<file path="src/hw/rtl/i2cm_pkg.sv">
// Shared types, constants and helpers for the I2C register access master.
`default_nettype none

package i2cm_pkg;

   localparam int WAIT_WIDTH = 16;

   typedef logic [WAIT_WIDTH-1:0] wait_type;

   localparam logic [15:0] SETTLE_RESET = 16'd120;

   localparam logic [1:0] OP_TICK  = 2'd0;
   localparam logic [1:0] OP_WRITE = 2'd1;
   localparam logic [1:0] OP_READ  = 2'd2;

   typedef enum logic [4:0] {
      PH_IDLE      = 5'd0,
      PH_INIT      = 5'd1,
      PH_ST_REL    = 5'd2,
      PH_ST_SCLH   = 5'd3,
      PH_ST_SDALOW = 5'd4,
      PH_ST_SCLL   = 5'd5,
      PH_WB_DATA   = 5'd6,
      PH_WB_SCLH   = 5'd7,
      PH_WB_SCLL   = 5'd8,
      PH_ACK_REL   = 5'd9,
      PH_ACK_SCLH  = 5'd10,
      PH_ACK_SCLL  = 5'd11,
      PH_RB_REL    = 5'd12,
      PH_RB_SCLH   = 5'd13,
      PH_RB_SCLL   = 5'd14,
      PH_NK_REL    = 5'd15,
      PH_NK_SCLH   = 5'd16,
      PH_NK_SCLL   = 5'd17,
      PH_NK_REL2   = 5'd18,
      PH_SP_LOW    = 5'd19,
      PH_SP_SCLH   = 5'd20,
      PH_SP_REL    = 5'd21,
      PH_FINISH    = 5'd22
   } phase_type;

   // classified tick as it sits in the queue
   typedef struct packed {
      logic       is_cmd;
      logic       is_read;
      logic [6:0] device_address;
      logic [7:0] register_address;
      logic [7:0] write_data;
      logic       sda_in;
   } item_type;

   typedef struct packed {
      logic       scl_level;
      logic       sda_pull_low;
      logic       busy_res;
      logic       done_res;
      logic [7:0] read_data;
      logic       nack_seen;
      logic       command_rejected;
   } result_type;

   // byte sent in slot idx: address+W, register pointer, then data or address+R
   function automatic logic [7:0] byte_for(input logic [1:0] idx,
                                           input logic [6:0] dev,
                                           input logic [7:0] reg_addr,
                                           input logic [7:0] data,
                                           input logic       is_read);
      logic [7:0] b;
      if (idx == 2'd0) begin
         b = {dev, 1'b0};
      end else if (idx == 2'd1) begin
         b = reg_addr;
      end else if (is_read) begin
         b = {dev, 1'b1};
      end else begin
         b = data;
      end
      return b;
   endfunction

endpackage

`default_nettype wire

</file>
<file path="src/hw/rtl/i2cm_req_if.sv">
// Request channel: one tick beat with optional command.
`default_nettype none

interface i2cm_req_if;
   logic       valid;
   logic       ready;
   logic [1:0] opcode;
   logic [6:0] device_address;
   logic [7:0] register_address;
   logic [7:0] write_data;
   logic       sda_in;

   modport source (output valid, output opcode, output device_address,
                   output register_address, output write_data, output sda_in,
                   input ready);
   modport sink (input valid, input opcode, input device_address,
                 input register_address, input write_data, input sda_in,
                 output ready);
endinterface

`default_nettype wire

</file>
<file path="src/hw/rtl/i2cm_rsp_if.sv">
// Response channel: pin drive and status beat for each tick.
`default_nettype none

interface i2cm_rsp_if;
   logic       valid;
   logic       ready;
   logic       scl_level;
   logic       sda_pull_low;
   logic       busy_res;
   logic       done_res;
   logic [7:0] read_data;
   logic       nack_seen;
   logic       command_rejected;

   modport source (output valid, output scl_level, output sda_pull_low,
                   output busy_res, output done_res, output read_data,
                   output nack_seen, output command_rejected, input ready);
   modport sink (input valid, input scl_level, input sda_pull_low,
                 input busy_res, input done_res, input read_data,
                 input nack_seen, input command_rejected, output ready);
endinterface

`default_nettype wire

</file>
<file path="src/hw/rtl/i2cm_front.sv">
// Front end: accepts request beats, decodes the opcode, queues up to two items.
`default_nettype none

module i2cm_front (
   input  wire logic               clock,
   input  wire logic               reset,
   i2cm_req_if.sink                req,
   output i2cm_pkg::item_type      q_item,
   output logic                    q_valid,
   input  wire logic               q_pop
);

   i2cm_pkg::item_type entry_ff [2];
   logic       wr_ptr_ff, wr_ptr_in;
   logic       rd_ptr_ff, rd_ptr_in;
   logic [1:0] count_ff, count_in;
   logic       push;
   i2cm_pkg::item_type decoded;

   assign req.ready = (count_ff != 2'd2);
   assign push      = req.valid && req.ready;
   assign q_valid   = (count_ff != 2'd0);
   assign q_item    = entry_ff[rd_ptr_ff];

   always_comb begin
      decoded.is_cmd           = (req.opcode == i2cm_pkg::OP_WRITE) ||
                                 (req.opcode == i2cm_pkg::OP_READ);
      decoded.is_read          = (req.opcode == i2cm_pkg::OP_READ);
      decoded.device_address   = req.device_address;
      decoded.register_address = req.register_address;
      decoded.write_data       = req.write_data;
      decoded.sda_in           = req.sda_in;
   end

   always_comb begin
      wr_ptr_in = push ? ~wr_ptr_ff : wr_ptr_ff;
      rd_ptr_in = q_pop ? ~rd_ptr_ff : rd_ptr_ff;
      unique case ({push, q_pop})
         2'b10:   count_in = count_ff + 2'd1;
         2'b01:   count_in = count_ff - 2'd1;
         default: count_in = count_ff;
      endcase
   end

   always_ff @(posedge clock) begin
      if (reset) begin
         wr_ptr_ff <= 1'b0;
         rd_ptr_ff <= 1'b0;
         count_ff  <= 2'd0;
      end else begin
         wr_ptr_ff <= wr_ptr_in;
         rd_ptr_ff <= rd_ptr_in;
         count_ff  <= count_in;
      end
   end

   always_ff @(posedge clock) begin
      if (push) begin
         entry_ff[wr_ptr_ff] <= decoded;
      end
   end

endmodule

`default_nettype wire

</file>
<file path="src/hw/rtl/i2cm_back.sv">
// Back end: bus phase sequencer, settle timer and registered response beat.
`default_nettype none

module i2cm_back (
   input  wire logic               clock,
   input  wire logic               reset,
   input  wire i2cm_pkg::item_type q_item,
   input  wire logic               q_valid,
   output logic                    q_pop,
   input  wire logic               csr_write_enable,
   input  wire logic [15:0]        csr_write_data,
   i2cm_rsp_if.source              rsp
);

   i2cm_pkg::phase_type phase_ff, phase_in;
   logic [3:0]          bit_count_ff, bit_count_in;
   logic [1:0]          byte_index_ff, byte_index_in;
   logic [7:0]          shift_ff, shift_in;
   i2cm_pkg::wait_type  wait_ff, wait_in;
   logic                scl_ff, scl_in;
   logic                sda_low_ff, sda_low_in;
   logic [6:0]          dev_ff, dev_in;
   logic [7:0]          reg_addr_ff, reg_addr_in;
   logic [7:0]          data_ff, data_in;
   logic                is_read_ff, is_read_in;
   logic                nack_ff, nack_in;
   logic [7:0]          last_read_ff, last_read_in;
   logic [15:0]         settle_ff;
   logic                rsp_valid_ff;
   i2cm_pkg::result_type res_ff;

   logic                start;
   logic                rejected;
   logic                done;
   logic [1:0]          bi_next;
   logic [3:0]          bc_next;
   i2cm_pkg::wait_type  reload;

   assign q_pop = q_valid && (!rsp_valid_ff || rsp.ready);

   always_comb begin
      start    = (phase_ff == i2cm_pkg::PH_IDLE) && q_item.is_cmd;
      rejected = (phase_ff != i2cm_pkg::PH_IDLE) && q_item.is_cmd;
      reload   = (settle_ff == 16'd0) ? '0 : i2cm_pkg::wait_type'(settle_ff - 16'd1);
      done     = 1'b0;
      bi_next  = 2'd0;
      bc_next  = 4'd0;

      phase_in      = start ? i2cm_pkg::PH_INIT : phase_ff;
      dev_in        = start ? q_item.device_address : dev_ff;
      reg_addr_in   = start ? q_item.register_address : reg_addr_ff;
      data_in       = start ? q_item.write_data : data_ff;
      is_read_in    = start ? q_item.is_read : is_read_ff;
      nack_in       = start ? 1'b0 : nack_ff;
      byte_index_in = start ? 2'd0 : byte_index_ff;
      bit_count_in  = start ? 4'd0 : bit_count_ff;
      shift_in      = start ? 8'd0 : shift_ff;
      wait_in       = start ? '0 : wait_ff;
      scl_in        = scl_ff;
      sda_low_in    = sda_low_ff;
      last_read_in  = last_read_ff;

      if (phase_in != i2cm_pkg::PH_IDLE) begin
         if (wait_in == '0) begin
            wait_in = reload;
            unique case (phase_in)
               i2cm_pkg::PH_INIT: begin
                  scl_in = 1'b1;
                  sda_low_in = 1'b0;
                  phase_in = i2cm_pkg::PH_ST_REL;
               end
               i2cm_pkg::PH_ST_REL: begin
                  sda_low_in = 1'b0;
                  phase_in = i2cm_pkg::PH_ST_SCLH;
               end
               i2cm_pkg::PH_ST_SCLH: begin
                  scl_in = 1'b1;
                  phase_in = i2cm_pkg::PH_ST_SDALOW;
               end
               i2cm_pkg::PH_ST_SDALOW: begin
                  sda_low_in = 1'b1;
                  phase_in = i2cm_pkg::PH_ST_SCLL;
               end
               i2cm_pkg::PH_ST_SCLL: begin
                  scl_in = 1'b0;
                  shift_in = i2cm_pkg::byte_for(byte_index_in, dev_in, reg_addr_in,
                                                data_in, is_read_in);
                  bit_count_in = 4'd0;
                  phase_in = i2cm_pkg::PH_WB_DATA;
               end
               i2cm_pkg::PH_WB_DATA: begin
                  sda_low_in = ~shift_in[7];
                  phase_in = i2cm_pkg::PH_WB_SCLH;
               end
               i2cm_pkg::PH_WB_SCLH: begin
                  scl_in = 1'b1;
                  phase_in = i2cm_pkg::PH_WB_SCLL;
               end
               i2cm_pkg::PH_WB_SCLL: begin
                  scl_in = 1'b0;
                  shift_in = {shift_in[6:0], 1'b0};
                  bc_next = bit_count_in + 4'd1;
                  bit_count_in = bc_next;
                  phase_in = (bc_next >= 4'd8) ? i2cm_pkg::PH_ACK_REL
                                               : i2cm_pkg::PH_WB_DATA;
               end
               i2cm_pkg::PH_ACK_REL: begin
                  sda_low_in = 1'b0;
                  phase_in = i2cm_pkg::PH_ACK_SCLH;
               end
               i2cm_pkg::PH_ACK_SCLH: begin
                  scl_in = 1'b1;
                  phase_in = i2cm_pkg::PH_ACK_SCLL;
               end
               i2cm_pkg::PH_ACK_SCLL: begin
                  if (q_item.sda_in) begin
                     nack_in = 1'b1;
                  end
                  scl_in = 1'b0;
                  bi_next = byte_index_in + 2'd1;
                  byte_index_in = bi_next;
                  bit_count_in = 4'd0;
                  if (!is_read_in) begin
                     if (bi_next != 2'd3) begin
                        shift_in = i2cm_pkg::byte_for(bi_next, dev_in, reg_addr_in,
                                                      data_in, is_read_in);
                        phase_in = i2cm_pkg::PH_WB_DATA;
                     end else begin
                        phase_in = i2cm_pkg::PH_SP_LOW;
                     end
                  end else if (bi_next == 2'd1) begin
                     shift_in = i2cm_pkg::byte_for(bi_next, dev_in, reg_addr_in,
                                                   data_in, is_read_in);
                     phase_in = i2cm_pkg::PH_WB_DATA;
                  end else if (bi_next == 2'd2) begin
                     phase_in = i2cm_pkg::PH_ST_REL;
                  end else begin
                     shift_in = 8'd0;
                     phase_in = i2cm_pkg::PH_RB_REL;
                  end
               end
               i2cm_pkg::PH_RB_REL: begin
                  sda_low_in = 1'b0;
                  shift_in = 8'd0;
                  bit_count_in = 4'd0;
                  phase_in = i2cm_pkg::PH_RB_SCLH;
               end
               i2cm_pkg::PH_RB_SCLH: begin
                  scl_in = 1'b1;
                  phase_in = i2cm_pkg::PH_RB_SCLL;
               end
               i2cm_pkg::PH_RB_SCLL: begin
                  shift_in = {shift_in[6:0], q_item.sda_in};
                  scl_in = 1'b0;
                  bc_next = bit_count_in + 4'd1;
                  bit_count_in = bc_next;
                  phase_in = (bc_next >= 4'd8) ? i2cm_pkg::PH_NK_REL
                                               : i2cm_pkg::PH_RB_SCLH;
               end
               i2cm_pkg::PH_NK_REL: begin
                  sda_low_in = 1'b0;
                  phase_in = i2cm_pkg::PH_NK_SCLH;
               end
               i2cm_pkg::PH_NK_SCLH: begin
                  scl_in = 1'b1;
                  phase_in = i2cm_pkg::PH_NK_SCLL;
               end
               i2cm_pkg::PH_NK_SCLL: begin
                  scl_in = 1'b0;
                  phase_in = i2cm_pkg::PH_NK_REL2;
               end
               i2cm_pkg::PH_NK_REL2: begin
                  sda_low_in = 1'b0;
                  last_read_in = shift_in;
                  phase_in = i2cm_pkg::PH_SP_LOW;
               end
               i2cm_pkg::PH_SP_LOW: begin
                  sda_low_in = 1'b1;
                  phase_in = i2cm_pkg::PH_SP_SCLH;
               end
               i2cm_pkg::PH_SP_SCLH: begin
                  scl_in = 1'b1;
                  phase_in = i2cm_pkg::PH_SP_REL;
               end
               i2cm_pkg::PH_SP_REL: begin
                  sda_low_in = 1'b0;
                  phase_in = i2cm_pkg::PH_FINISH;
               end
               default: begin
                  // ending tick: no line change
                  phase_in = i2cm_pkg::PH_IDLE;
                  wait_in = '0;
                  done = 1'b1;
               end
            endcase
         end else begin
            wait_in = wait_in - i2cm_pkg::wait_type'(1);
         end
      end
   end

   always_ff @(posedge clock) begin
      if (reset) begin
         phase_ff <= i2cm_pkg::PH_IDLE;
      end else if (q_pop) begin
         phase_ff <= phase_in;
      end
   end

   always_ff @(posedge clock) begin
      if (reset) begin
         bit_count_ff  <= 4'd0;
         byte_index_ff <= 2'd0;
         shift_ff      <= 8'd0;
         wait_ff       <= '0;
         scl_ff        <= 1'b1;
         sda_low_ff    <= 1'b0;
         dev_ff        <= 7'd0;
         reg_addr_ff   <= 8'd0;
         data_ff       <= 8'd0;
         is_read_ff    <= 1'b0;
         nack_ff       <= 1'b0;
         last_read_ff  <= 8'd0;
      end else if (q_pop) begin
         bit_count_ff  <= bit_count_in;
         byte_index_ff <= byte_index_in;
         shift_ff      <= shift_in;
         wait_ff       <= wait_in;
         scl_ff        <= scl_in;
         sda_low_ff    <= sda_low_in;
         dev_ff        <= dev_in;
         reg_addr_ff   <= reg_addr_in;
         data_ff       <= data_in;
         is_read_ff    <= is_read_in;
         nack_ff       <= nack_in;
         last_read_ff  <= last_read_in;
      end
   end

   always_ff @(posedge clock) begin
      if (reset) begin
         settle_ff <= i2cm_pkg::SETTLE_RESET;
      end else if (csr_write_enable) begin
         settle_ff <= csr_write_data;
      end
   end

   always_ff @(posedge clock) begin
      if (reset) begin
         rsp_valid_ff <= 1'b0;
      end else if (q_pop) begin
         rsp_valid_ff <= 1'b1;
      end else if (rsp.ready) begin
         rsp_valid_ff <= 1'b0;
      end
   end

   always_ff @(posedge clock) begin
      if (q_pop) begin
         res_ff.scl_level        <= scl_in;
         res_ff.sda_pull_low     <= sda_low_in;
         res_ff.busy_res         <= (phase_in != i2cm_pkg::PH_IDLE);
         res_ff.done_res         <= done;
         res_ff.read_data        <= last_read_in;
         res_ff.nack_seen        <= nack_in;
         res_ff.command_rejected <= rejected;
      end
   end

   assign rsp.valid            = rsp_valid_ff;
   assign rsp.scl_level        = res_ff.scl_level;
   assign rsp.sda_pull_low     = res_ff.sda_pull_low;
   assign rsp.busy_res         = res_ff.busy_res;
   assign rsp.done_res         = res_ff.done_res;
   assign rsp.read_data        = res_ff.read_data;
   assign rsp.nack_seen        = res_ff.nack_seen;
   assign rsp.command_rejected = res_ff.command_rejected;

   a_bit_count_range: assert property (@(posedge clock) disable iff (reset)
      bit_count_ff <= 4'd8)
      else $error("bit counter past one byte");

   a_idle_no_wait: assert property (@(posedge clock) disable iff (reset)
      phase_ff == i2cm_pkg::PH_IDLE |-> wait_ff == '0)
      else $error("settle timer running while idle");

   a_done_to_idle: assert property (@(posedge clock) disable iff (reset)
      q_pop && done |=> phase_ff == i2cm_pkg::PH_IDLE)
      else $error("sequencer not idle after ending tick");

   a_reject_keeps_held: assert property (@(posedge clock) disable iff (reset)
      q_pop && rejected |=> $stable(dev_ff) && $stable(reg_addr_ff) && $stable(data_ff))
      else $error("rejected command overwrote held transaction");

endmodule

`default_nettype wire

</file>
<file path="src/hw/rtl/i2c_master_register_access.sv">
// Top level of the I2C register access master: front queue and bus sequencer.
//
//   channel   dir  beat / write                         handshake
//   req_chan  in   opcode, addresses, data, sda_in      valid/ready
//   rsp_chan  out  pin drive, busy, done, data, flags   valid/ready
//   csr_*     in   settle_ticks (16 bits)               write enable
//
// One request beat is one bus tick; one response beat comes back per tick.
// Sustained rate is one beat per cycle while the response channel is ready; a beat
// passes through the two-entry front queue and then the sequencer's response register.
// Reset is synchronous: bus idle (SCL high, SDA released), settle 120 ticks.
// A stalled response holds the sequencer; the queue keeps taking beats until full.
`default_nettype none

module i2c_master_register_access (
   input  wire logic        clock,
   input  wire logic        reset,
   i2cm_req_if.sink         req_chan,
   i2cm_rsp_if.source       rsp_chan,
   input  wire logic        csr_write_enable,
   input  wire logic [15:0] csr_write_data
);

   i2cm_pkg::item_type q_item;
   logic               q_valid;
   logic               q_pop;

   i2cm_front u_front (
      .clock   (clock),
      .reset   (reset),
      .req     (req_chan),
      .q_item  (q_item),
      .q_valid (q_valid),
      .q_pop   (q_pop)
   );

   i2cm_back u_back (
      .clock            (clock),
      .reset            (reset),
      .q_item           (q_item),
      .q_valid          (q_valid),
      .q_pop            (q_pop),
      .csr_write_enable (csr_write_enable),
      .csr_write_data   (csr_write_data),
      .rsp              (rsp_chan)
   );

endmodule

`default_nettype wire

</file>
<file path="src/flat_wrapper.sv">
// flat-port wrapper written by rule: the top's interface ports become plain ports
module i2c_master_register_access_flat 
  (clock, reset, csr_write_enable, csr_write_data, req_chan_valid, req_chan_opcode, req_chan_device_address, req_chan_register_address, req_chan_write_data, req_chan_sda_in, req_chan_ready, rsp_chan_valid, rsp_chan_scl_level, rsp_chan_sda_pull_low, rsp_chan_busy_res, rsp_chan_done_res, rsp_chan_read_data, rsp_chan_nack_seen, rsp_chan_command_rejected, rsp_chan_ready);
  i2cm_req_if req_chan_i ();
  i2cm_rsp_if rsp_chan_i ();
  input  wire logic clock;
  input  wire logic reset;
  input  wire logic csr_write_enable;
  input  wire logic [15:0] csr_write_data;
  input wire logic [$bits(req_chan_i.valid)-1:0] req_chan_valid;
  input wire logic [$bits(req_chan_i.opcode)-1:0] req_chan_opcode;
  input wire logic [$bits(req_chan_i.device_address)-1:0] req_chan_device_address;
  input wire logic [$bits(req_chan_i.register_address)-1:0] req_chan_register_address;
  input wire logic [$bits(req_chan_i.write_data)-1:0] req_chan_write_data;
  input wire logic [$bits(req_chan_i.sda_in)-1:0] req_chan_sda_in;
  output wire logic [$bits(req_chan_i.ready)-1:0] req_chan_ready;
  output wire logic [$bits(rsp_chan_i.valid)-1:0] rsp_chan_valid;
  output wire logic [$bits(rsp_chan_i.scl_level)-1:0] rsp_chan_scl_level;
  output wire logic [$bits(rsp_chan_i.sda_pull_low)-1:0] rsp_chan_sda_pull_low;
  output wire logic [$bits(rsp_chan_i.busy_res)-1:0] rsp_chan_busy_res;
  output wire logic [$bits(rsp_chan_i.done_res)-1:0] rsp_chan_done_res;
  output wire logic [$bits(rsp_chan_i.read_data)-1:0] rsp_chan_read_data;
  output wire logic [$bits(rsp_chan_i.nack_seen)-1:0] rsp_chan_nack_seen;
  output wire logic [$bits(rsp_chan_i.command_rejected)-1:0] rsp_chan_command_rejected;
  input wire logic [$bits(rsp_chan_i.ready)-1:0] rsp_chan_ready;
  assign req_chan_i.valid = req_chan_valid;
  assign req_chan_i.opcode = req_chan_opcode;
  assign req_chan_i.device_address = req_chan_device_address;
  assign req_chan_i.register_address = req_chan_register_address;
  assign req_chan_i.write_data = req_chan_write_data;
  assign req_chan_i.sda_in = req_chan_sda_in;
  assign req_chan_ready = req_chan_i.ready;
  assign rsp_chan_valid = rsp_chan_i.valid;
  assign rsp_chan_scl_level = rsp_chan_i.scl_level;
  assign rsp_chan_sda_pull_low = rsp_chan_i.sda_pull_low;
  assign rsp_chan_busy_res = rsp_chan_i.busy_res;
  assign rsp_chan_done_res = rsp_chan_i.done_res;
  assign rsp_chan_read_data = rsp_chan_i.read_data;
  assign rsp_chan_nack_seen = rsp_chan_i.nack_seen;
  assign rsp_chan_command_rejected = rsp_chan_i.command_rejected;
  assign rsp_chan_i.ready = rsp_chan_ready;
  i2c_master_register_access u_core (.clock(clock), .reset(reset), .req_chan(req_chan_i), .rsp_chan(rsp_chan_i), .csr_write_enable(csr_write_enable), .csr_write_data(csr_write_data));
endmodule
</file>
<file path="config.mk">
export PLATFORM = sky130hd
export DESIGN_NAME = i2c_master_register_access_flat
export DESIGN_NICKNAME = d
export VERILOG_FILES = /design/src/hw/rtl/i2cm_pkg.sv /design/src/hw/rtl/i2cm_req_if.sv /design/src/hw/rtl/i2cm_rsp_if.sv /design/src/hw/rtl/i2cm_front.sv /design/src/hw/rtl/i2cm_back.sv /design/src/hw/rtl/i2c_master_register_access.sv /design/src/flat_wrapper.sv
export SDC_FILE = /design/constraint.sdc
export NUM_CORES = 1
export LEC_CHECK = 0
export BUFFER_PORTS_ARGS = -buffer_cell sky130_fd_sc_hd__buf_2
export CAP_MARGIN = 25
export CORE_ASPECT_RATIO = 1.75
export CORE_UTILIZATION = 46
export CTS_BUF_LIST = sky130_fd_sc_hd__clkbuf_16
export CTS_CLUSTER_SIZE = 14
export DETAILED_ROUTE_END_ITERATION = 10
export HOLD_SLACK_MARGIN = 0.12
export PLACE_DENSITY_LB_ADDON = 0.1
export SLEW_MARGIN = 20
export SYNTH_ARGS = -nofsm -noshare
export SYNTH_HDL_FRONTEND = slang
export SYNTH_SLANG_ARGS = --single-unit
</file>
<file path="constraint.sdc">
create_clock -name clock -period 9.05 [get_ports clock]
set_clock_uncertainty 0.1 [all_clocks]
set_input_delay 1.81 -clock clock [delete_from_list [all_inputs] [get_ports clock]]
set_output_delay 1.81 -clock clock [all_outputs]
set_load 0.03 [all_outputs]
</file>
==> flow_metrics.py, run 1 <==
metrics = {
    "clock_tree": {
        "clock_path_buffers": 2,
        "numCtsBuffers": 17,
        "cts_max_level": 4,
        "holdBufCountCts": 0,
        "cts_tree": "done",
        "cts_resized": 0,
        "clk_latency_ns": 0.44,
        "clock-sinks": 158,
        "post_cts_buffers": 0,
        "root_buffer": "clkbuf_16",
        "clk_pin_slew_worst_paths_ns": 0.06,
    },
    "yosys": {
        "synth_top_area_share": 0.227,
        "ys_warn_count": 0,
        "synth_nets": 1013,
        "synthArstFlopShare": 0,
        "synth_flop_cell": "dfxtp_1",
        "synth_edf_count": 66,
        "yosysUniqueCellTypes": 85,
        "syn_area_per_cell_um2": 9.15,
        "synth_area_leaders": "edfxtp_1 23%, dfxtp_1 21%, mux2i_1 5.2%",
        "synth_top_area_cell": "edfxtp_1",
        "ys_seq_area_frac": 0.438,
        "yosys_register_bits": 158,
        "syn_area_um2": 8730,
        "postSynthCellCount": 954,
    },
    "setup_path": {
        "slowest_stage": "o22ai_1",
        "critical_path_arrival_ns": 4.87,
        "reg2reg_slack_ns": 4.46,
        "critPathRequiredTime_ns": 9.33,
        "cpPeakStageDelay_ns": 0.69,
        "cp_cell_sequence": "buf_4 -> nor4_4 -> nand3_2 -> nand2_1 -> ha_1 -> nand4_1 -> o22ai_1 -> nand2_1 -> o21ai_0 -> o211a_1",
        "crit_path_max_fanout": 25,
        "path_class": "reg -> reg",
        "cp_common_cell": "nand2_1",
        "cp-end-kind": "register",
        "cp-start-kind": "register",
    },
    "global_route": {
        "grt_pass1_wl_mm": 37.0,
        "use_met1": 0.256,
        "busiest_layer": "met2",
        "grtUsageMet2": 0.448,
        "grt_max_degree": 70,
        "grt_use_total": 0.247,
        "antenna_found_initial": 0,
        "grt_pass1_vias": 7063,
        "grt_overflow": 0,
        "grt_use_met3": 0.0460,
    },
    "final_layout": {
        "drive_gt1_frac": 0.155,
        "syn_to_final_growth_pct": 12.3,
        "n_antenna_cell": 0,
        "fin_nets": 1039,
        "layoutNonFillerInstCount": 1231,
        "final_util": 0.528,
    },
    "sta": {
        "hold_viol": 0,
        "slew_viol_final": 0,
        "finalSetupViolations": 0,
        "fmax_mhz": 218,
        "fin_hold_ws_ns": 0.358,
        "tightestPinTransition_ns": 0.895,
        "fin_tns_setup_ns": 0,
        "rsz0062_at_grt": "no",
        "period_share": 0.508,
        "slew_headroom": 0.403,
        "fin_ws_ns": 4.46,
        "post-route-min-period_ns": 4.59,
    },
    "flow_run": {
        "drv_cap": 0,
    },
    "power": {
        "power_frac_comb": 0.518,
        "swShare": 0.445,
        "seqPwrFrac": 0.275,
        "leakage_nw": 3.62,
        "p_clk_frac": 0.206,
        "p_switching_mw": 1.73,
        "power_density_nw_per_um2": 396,
        "vdd_drop_max_mv": 0.203,
        "p_int_mw": 2.16,
    },
    "routing": {
        "dr_total_vias": 7282,
        "wl_per_cell_um": 18.8,
        "antenna_left": 0,
        "avgViaCountPerCell": 5.92,
        "drtPass1Iterations": 5,
        "routed_wl_mm": 23.2,
        "drt-initial-drc-count": 495,
        "drcViolationCount": 0,
    },
    "die": {
        "die_h_um": 184,
        "fp.dieArea_um2": 19600,
        "core_area_um2": 18600,
        "num_io_pins": 63,
        "core.rowCount": 66,
        "die_x_um": 106,
        "initial_core_util": 0.470,
    },
    "placed_design": {
        "hpwlAfterDp_mm": 16.8,
        "port_buffers": 62,
        "post-place-ws_ns": 4.52,
        "dp.cells": 1199,
        "place_congestion": 0.942,
    },
    "hold_path": {
        "hold_path.class": "reg -> reg",
    },
    "status": {
        "status": "finished, final reports clean",
    },
}
## power groups by stage
stage	logic [mW]	clock network, mW	registers, mW
after global routing	2.21	0.845	1.09
after detailed placement	1.99	0	1.08
final	2.01	0.802	1.07
after CTS	2.00	0.817	1.07
after floorplan	1.48	0	1.11
after global placement	1.99	0	1.08
## routing by layer
layer  routed length (um)  share of wire  vias up
li1                     -              -     3564
met1                 8840           0.38     3439
met2                12200           0.53      210
met3                  761          0.033       69
met4                 1310          0.057        0
met5                    0              0        -
## layout make-up
cell class	count	area (um2)
Fill cell	1777	8770
Multi-Input combinational cell	706	4530
Sequential cell	158	3820
Clock buffer	18	450
Timing Repair Buffer	77	423
Tap cell	238	298
Clock inverter	14	210
Inverter	20	75.1
## cells by family (layout without fill, tap and decap cells)
| logic type | after synthesis | after routing | synth area share |
|---|---|---|---|
| simple gates | 360 | 360 | 0.204 |
| compound gates | 244 | 244 | 0.190 |
| flops | 158 | 158 | 0.438 |
| buf+inv | 90 | 129 | 0.0446 |
| mux | 66 | 66 | 0.0816 |
| xor+xnor | 24 | 24 | 0.0241 |
| fa+ha+maj | 12 | 12 | 0.0172 |
## cells in the mapped netlist (all sizes together) (4+ instances only)
master / count
buf: 20
nand2: 80
ha: 12
nor2: 118
a221oi: 5
xnor2: 15
nand2b: 19
o31ai: 5
nand3: 25
a21o: 7
a22o: 4
inv: 20
xor2: 9
mux2i: 46
and2: 9
or2: 4
a211oi: 18
nand3b: 5
dfxtp: 92
clkbuf: 50
o211a: 9
a31oi: 11
o21ai: 59
or3: 8
mux2: 18
a21oi: 56
or4: 6
nor3: 34
o22ai: 7
edfxtp: 66
o221ai: 4
nand4: 9
nor2b: 9
o22a: 4
and3: 7
nor4: 17
o211ai: 11
a22oi: 8
## flip-flops by register name (all words and copies together), names as in the netlist, 2 cells and up, named ones only
register,flops
u_core.u_back.bit_count_ff,4
u_core.u_back.byte_index_ff,2
u_core.u_back.data_ff,8
u_core.u_back.dev_ff,7
u_core.u_back.last_read_ff,8
u_core.u_back.phase_ff,5
u_core.u_back.reg_addr_ff,8
u_core.u_back.rsp.read_data,8
u_core.u_back.settle_ff,16
u_core.u_back.shift_ff,8
u_core.u_back.wait_ff,16
u_core.u_front.count_ff,2
u_core.u_front.entry_ff,52
## stage by stage
stage,power [mW],cell area (um2)
2_1_floorplan,2.60,8730
3_3_place_gp,3.07,9150
3_5_place_dp,3.08,9150
4_1_cts,3.89,9810
5_1_grt,4.14,9810
6_report,3.89,9810
## worst max-delay path: cells and delay by family (launching register included)
| family | cells | cell delay, ns |
|---|---|---|
| compound gates | 3 | 1.32 |
| fa+ha+maj | 1 | 0.52 |
| flops | 1 | 0.30 |
| simple gates | 5 | 2.06 |
| buf+inv | 1 | 0.21 |
## cell usage in the layout (no fill, tap or decap), types with 9 or more instances in the layout
| cell | count |
|---|---|
| nor2_1 | 116 |
| dfxtp_1 | 92 |
| nand2_1 | 79 |
| edfxtp_1 | 66 |
| buf_2 | 62 |
| a21oi_1 | 53 |
| mux2i_1 | 45 |
| o21ai_0 | 43 |
| nor3_1 | 32 |
| nand3_1 | 24 |
| inv_1 | 20 |
| nand2b_1 | 19 |
| mux2_2 | 18 |
| a211oi_1 | 18 |
| clkbuf_16 | 18 |
| o21ai_1 | 15 |
| xnor2_1 | 15 |
| buf_4 | 15 |
| nor4_1 | 14 |
| ha_1 | 12 |
| a31oi_1 | 11 |
| o211ai_1 | 11 |
| nor2b_1 | 9 |
| and2_1 | 9 |
| xor2_1 | 9 |
| o211a_1 | 9 |
## path summary, 6_finish.rpt
kind | end | cells past startpoint | startpoint
max | u_core.u_back.last_read_ff[2] | 10 | u_core.u_back.phase_ff[0]
min | u_core.u_back.dev_ff[4] | 2 | u_core.u_back.dev_ff[4]
max reg2reg | u_core.u_back.last_read_ff[2] | 10 | u_core.u_back.phase_ff[0]
min reg2reg | u_core.u_back.dev_ff[4] | 2 | u_core.u_back.dev_ff[4]
(Power assumes the default switching activity.)
==> run 2: changes to the inputs <==
==> constraint.sdc (replaced) <==
create_clock -name clock -period 4.5 [get_ports clock]
set_clock_uncertainty 0.1 [all_clocks]
set_input_delay 0.9 -clock clock [delete_from_list [all_inputs] [get_ports clock]]
set_output_delay 0.9 -clock clock [all_outputs]
set_load 0.03 [all_outputs]
==> run 2 against run 1 <==
Against the previous run:
- clock power increased by 90%
- largest cell class unchanged
- final cell count increased by 0.81%
- global-route usage increased by 0.88 points
- first-iteration DRC count decreased by 27%
- design area increased by 0.47%
- sequential cell count unchanged
- critical endpoint is now u_core.u_back.rsp.busy_res
- worst setup slack got worse by 3.6 ns
- non-clock buffer count increased by 10
- sequential share of layout area decreased by 0.18 points
==> flow_metrics.py, run 2 (synthesis results as in run 1) <==
metrics = {
    "status": {
        "status": "finished, final reports clean",
    },
    "final_layout": {
        "layout_common_cells": "116 x nor2_1, 92 x dfxtp_1, 79 x nand2_1, 66 x edfxtp_1, 62 x buf_2",
        "reg_top3": "u_core.u_front.entry_ff: 52 flops, u_core.u_back.settle_ff: 16 flops, u_core.u_back.wait_ff: 16 flops",
        "largest_reg_flops": 52,
        "fin_nets": 1049,
        "regMostFlops": "u_core.u_front.entry_ff",
        "drive_gt1_frac": 0.160,
        "n_antenna_cell": 0,
        "n_fill_cell": 1771,
        "syn_to_final_growth_pct": 12.9,
        "final_common_cell": "nor2_1",
    },
    "setup_path": {
        "cpPeakStageDelay_ns": 0.79,
        "path_class": "reg -> reg",
        "cp-start-kind": "register",
        "reg2reg_slack_ns": 0.82,
        "critPathRequiredTime_ns": 4.65,
        "crit_path_max_fanout": 30,
        "critPathBufInv": 1,
        "critical_path_arrival_ns": 3.83,
        "cp_cell_sequence": "buf_4 -> mux2i_2 -> o31ai_4 -> a21oi_2 -> nor2_1 -> nor4b_1 -> a2111oi_0 -> o2111ai_1",
        "cp-end-kind": "register",
        "slowest_stage": "mux2i_2",
        "crit_family": "compound AO/OA/AOI/OAI gates",
    },
    "placed_design": {
        "hpwlAfterDp_mm": 17.6,
        "port_buffers": 62,
        "place_congestion": 0.919,
    },
    "sta": {
        "rsz0062_at_grt": "no",
        "tightestPinTransition_ns": 0.937,
        "period_share": 0.817,
        "fmax_mhz": 272,
        "post-route-min-period_ns": 3.68,
        "slew_viol_final": 0,
        "finalSetupViolations": 0,
        "fin_hold_ws_ns": 0.371,
        "hold_viol": 0,
        "slew_headroom": 0.375,
        "fin_tns_setup_ns": 0,
    },
    "routing": {
        "antenna_left": 0,
        "dr_total_vias": 7302,
        "avgViaCountPerCell": 5.88,
        "wl_per_cell_um": 19.2,
        "drt-initial-drc-count": 361,
        "routed_wl_mm": 23.9,
        "drtPass1Iterations": 5,
        "drcViolationCount": 0,
    },
    "power": {
        "p_clk_frac": 0.193,
        "p_int_mw": 4.36,
        "seqPwrFrac": 0.276,
        "swShare": 0.445,
        "vdd_drop_max_mv": 0.466,
        "total_power_mw": 7.85,
        "p_switching_mw": 3.49,
        "power_frac_comb": 0.531,
        "power_density_nw_per_um2": 797,
        "leakage_nw": 3.64,
    },
    "die": {
        "initial_core_util": 0.470,
        "core.rowCount": 66,
        "core_area_um2": 18600,
        "num_io_pins": 63,
        "die_x_um": 106,
        "die_h_um": 184,
        "fp.dieArea_um2": 19600,
    },
    "clock_tree": {
        "cts_tree": "done",
        "post_cts_buffers": 0,
        "clock-sinks": 158,
        "numCtsBuffers": 17,
        "root_buffer": "clkbuf_16",
        "cts_max_level": 4,
        "cts_resized": 0,
        "clk_latency_ns": 0.44,
        "clk_pin_slew_worst_paths_ns": 0.06,
        "holdBufCountCts": 0,
        "clock_path_buffers": 2,
    },
    "global_route": {
        "grt_pass1_wl_mm": 38.2,
        "antenna_found_initial": 0,
        "grt_max_degree": 72,
        "grt_pass1_vias": 7269,
        "grt_use_total": 0.256,
        "grt_overflow": 0,
    },
    "flow_run": {
        "drv_cap": 0,
    },
    "hold_path": {
        "hold_start": "u_core.u_back.dev_ff[0]",
        "hold_path.class": "reg -> reg",
    },
}
## run 2: cell types whose count changed in the layout (fill, tap and decap cells not counted)
cell       before  now
bufinv_16       5    4
clkbuf_16      18   17
inv_6           3    2
clkinv_1        0    4
buf_4          15   24
inv_2           1    0
buf_12          0    1
clkinv_4        0    3
clkinv_2        3    0
## run 2: path summary, 6_finish.rpt
path / to / cells after the start
max: u_core.u_back.rsp.busy_res / 8
min: u_core.u_back.dev_ff[0] / 2
max reg2reg: u_core.u_back.rsp.busy_res / 8
min reg2reg: u_core.u_back.dev_ff[0] / 2
## run 2: cell type report
class                      count  area, um2  area share
multi-input combinational    706       4530       0.459
tap                          238        298      0.0302
sequential                   158       3820       0.388
inverter                      20       75.1     0.00762
clock inverter                15        194      0.0197
clock buffer                  17        425      0.0432
timing repair buffer          87        510      0.0518
## run 2: layer usage
layer	vias up	wire length (um)	track usage
li1	3604	-	-
met1	3472	9150	0.262
met2	176	13100	0.489
met3	50	735	0.0456
met4	0	865	0.128
met5	-	0	0
## run 2: metrics by stage
step	std cells	instance area, um2	utilization	setup slack (ns)
2_1_floorplan	954	8730	-	0.785
3_3_place_gp	1209	9230	0.497	0.958
3_5_place_dp	1209	9230	0.497	0.925
4_1_cts	1241	9850	0.530	0.910
5_1_grt	1241	9850	0.530	0.765
6_report	1241	9850	0.530	0.823
## run 2: power groups by stage
stage               combinational [mW]  clock [mW]  sequential, mW
finish                            4.17        1.52            2.16
global route                      4.59        1.61            2.21
CTS                               4.16        1.55            2.16
detailed placement                4.15           0            2.19
global placement                  4.14           0            2.19
floorplan                         2.98           0            2.24
## run 2: worst register-to-register path, delay by kind of cell (launching register included)
| kind | cells | cell delay (ns) |
|---|---|---|
| and+or+nand+nor | 2 | 0.76 |
| AOI/OAI and AO/OA | 4 | 1.10 |
| muxes | 1 | 0.80 |
| DFF | 1 | 0.33 |
| buffers and inverters | 1 | 0.40 |
==> run 3: changes to the inputs <==
==> constraint.sdc (replaced) <==
create_clock -name clock -period 3.35 [get_ports clock]
set_clock_uncertainty 0.1 [all_clocks]
set_input_delay 0.67 -clock clock [delete_from_list [all_inputs] [get_ports clock]]
set_output_delay 0.67 -clock clock [all_outputs]
set_load 0.03 [all_outputs]
==> run 3 against run 2 <==
Against the previous run:
- design area is 1.2% higher
- worst hold slack worse by 0.048 ns
- global-route usage is 0.36 points higher
- non-clock buffer count is 26 higher
- power is 35% higher
- combinational power is 42% higher
- critical path depth is 1 higher
- utilization is 0.63 points higher
- via count is 2.3% higher
- worst setup slack worse by 0.63 ns
- maximum frequency is 17% higher
- sequential power is 35% higher
- critical endpoint is now u_core.u_back.shift_ff[6]
- largest cell class unchanged
- largest power group unchanged
==> flow_metrics.py, run 3 (synthesis results as in run 1) <==
metrics = {
    "final_layout": {
        "n_antenna_cell": 0,
        "fin_nets": 1075,
        "regMostFlops": "u_core.u_front.entry_ff",
        "layout_common_cells": "116 x nor2_1, 92 x dfxtp_1, 78 x nand2_1, 66 x edfxtp_1, 62 x buf_2",
        "final_common_cell": "nor2_1",
        "largest_reg_flops": 52,
        "drive_gt1_frac": 0.182,
        "layoutNonFillerInstCount": 1267,
        "syn_to_final_growth_pct": 14.2,
        "reg_top3": "u_core.u_front.entry_ff: 52 flops, u_core.u_back.settle_ff: 16 flops, u_core.u_back.wait_ff: 16 flops",
    },
    "die": {
        "initial_core_util": 0.470,
        "core_area_um2": 18600,
        "die_x_um": 106,
        "fp.dieArea_um2": 19600,
        "core.rowCount": 66,
        "die_h_um": 184,
        "num_io_pins": 63,
    },
    "clock_tree": {
        "cts_tree": "done",
        "clock-sinks": 158,
        "holdBufCountCts": 0,
        "clock_path_buffers": 2,
        "numCtsBuffers": 17,
        "root_buffer": "clkbuf_16",
        "cts_max_level": 4,
        "clk_pin_slew_worst_paths_ns": 0.06,
        "clk_latency_ns": 0.43,
    },
    "routing": {
        "antenna_left": 0,
        "routed_wl_mm": 24.8,
        "drt-initial-drc-count": 417,
        "wl_per_cell_um": 19.5,
        "dr_total_vias": 7470,
        "avgViaCountPerCell": 5.90,
        "drtPass1Iterations": 5,
        "drcViolationCount": 0,
    },
    "sta": {
        "rsz0062_at_grt": "no",
        "period_share": 0.941,
        "slew_headroom": 0.550,
        "finalSetupViolations": 0,
        "post-route-min-period_ns": 3.15,
        "slew_viol_final": 0,
        "fin_tns_setup_ns": 0,
        "tightestPinTransition_ns": 0.672,
        "fmax_mhz": 317,
        "hold_viol": 0,
    },
    "setup_path": {
        "cp-end-kind": "register",
        "path_class": "reg -> reg",
        "cp-start-kind": "register",
        "critical_path_arrival_ns": 3.38,
        "ff2ff_path_depth": 9,
        "cp_common_cell": "buf_4",
        "r2r_start": "u_core.u_back.phase_ff[2]",
        "crit_path_max_fanout": 27,
        "critPathRequiredTime_ns": 3.57,
        "reg2reg_slack_ns": 0.20,
        "cp_cell_sequence": "buf_4 -> or4_4 -> nor3_4 -> buf_4 -> mux2_2 -> o2111a_1 -> o31ai_1 -> o211ai_1 -> o21a_1",
        "slowest_stage": "or4_4",
        "cpPeakStageDelay_ns": 0.61,
        "reg2reg_to": "u_core.u_back.shift_ff[6]",
    },
    "power": {
        "vdd_drop_max_mv": 0.411,
        "p_switching_mw": 4.81,
        "p_int_mw": 5.82,
        "p_clk_frac": 0.167,
        "seqPwrFrac": 0.274,
        "leakage_nw": 3.75,
        "power_density_nw_per_um2": 1070,
        "swShare": 0.453,
        "total_power_mw": 10.6,
        "power_frac_comb": 0.558,
    },
    "global_route": {
        "grt_pass1_vias": 7294,
        "grt_overflow": 0,
        "antenna_found_initial": 0,
        "grt_pass1_wl_mm": 38.7,
        "grt_use_total": 0.260,
        "grt_max_degree": 53,
    },
    "hold_path": {
        "hold_start": "req_chan_device_address[4]",
        "worstHoldPathCells": 1,
        "hold_end": "u_core.u_front.entry_ff[0][21]",
        "hold_path.class": "in -> reg",
    },
    "placed_design": {
        "place_congestion": 0.978,
        "hpwlAfterDp_mm": 18.4,
        "dp.cells": 1235,
        "port_buffers": 62,
    },
    "flow_run": {
        "drv_cap": 0,
    },
    "status": {
        "status": "finished, final reports clean",
    },
}
-- run 3: per-stage QoR --
step	instance area, um2	hold slack (ns)	setup WS, ns	utilization
after detailed placement	9430	0.349	0.199	0.507
after floorplan	8770	0.336	0.00912	-
after CTS	9960	0.308	0.186	0.536
after global routing	9970	0.308	0.00917	0.536
after global placement	9430	0.342	0.241	0.507
final	9970	0.322	0.196	0.536
-- run 3: how the worst max path moves through the flow --
stage | from | end | slack, ns | depth (start not counted)
after floorplan | u_core.u_back.phase_ff[2] | u_core.u_back.shift_ff[4] | 0.009 | 17
after global placement | u_core.u_back.phase_ff[2] | u_core.u_back.shift_ff[6] | 0.24 | 9
after detailed placement | u_core.u_back.phase_ff[2] | u_core.u_back.shift_ff[6] | 0.20 | 9
after CTS | u_core.u_back.phase_ff[2] | u_core.u_back.shift_ff[6] | 0.19 | 9
after global routing | register | u_core.u_back.rsp.busy_res | 0.009 | 11
final | u_core.u_back.phase_ff[2] | u_core.u_back.shift_ff[6] | 0.20 | 9
-- run 3: repair_timing --
| item | CTS | global route |
|---|---|---|
| buffers inserted | 0 | 0 |
| hold endpoints to repair | 0 | 0 |
| endpoints found under the setup margin | 0 | 1 |
| gates resized for setup | 0 | 2 |
-- run 3: power by group through the flow --
stage | Clock, mW | Sequential [mW] | Combinational (mW)
2_1_floorplan | 0 | 3.00 | 4.07
3_3_place_gp | 0 | 2.94 | 5.88
3_5_place_dp | 0 | 2.95 | 5.88
4_1_cts | 1.81 | 2.91 | 5.90
5_1_grt | 1.89 | 2.98 | 6.48
6_report | 1.78 | 2.92 | 5.94
-- run 3: layout make-up --
type | instances | area [um2]
clock buffer | 17 | 425
multi-input combinational | 706 | 4540
inverter | 20 | 77.6
clock inverter | 15 | 109
sequential | 158 | 3820
tap | 238 | 298
fill | 1782 | 8610
timing repair buffer | 113 | 693
-- run 3: worst max-delay path: cells and delay by family, from the launching register on --
kind,cells,cell delay (ns)
compound gates,4,0.73
buf+inv,2,0.54
mux,1,0.40
simple gates,2,0.95
flops,1,0.33
-- run 3: per-layer routing --
layer  track usage  vias up  routed length [um]
li1              -     3646                   -
met1         0.263     3565                9280
met2         0.496      197               13600
met3        0.0389       62                 741
met4         0.146        0                1140
met5             0        -                   0
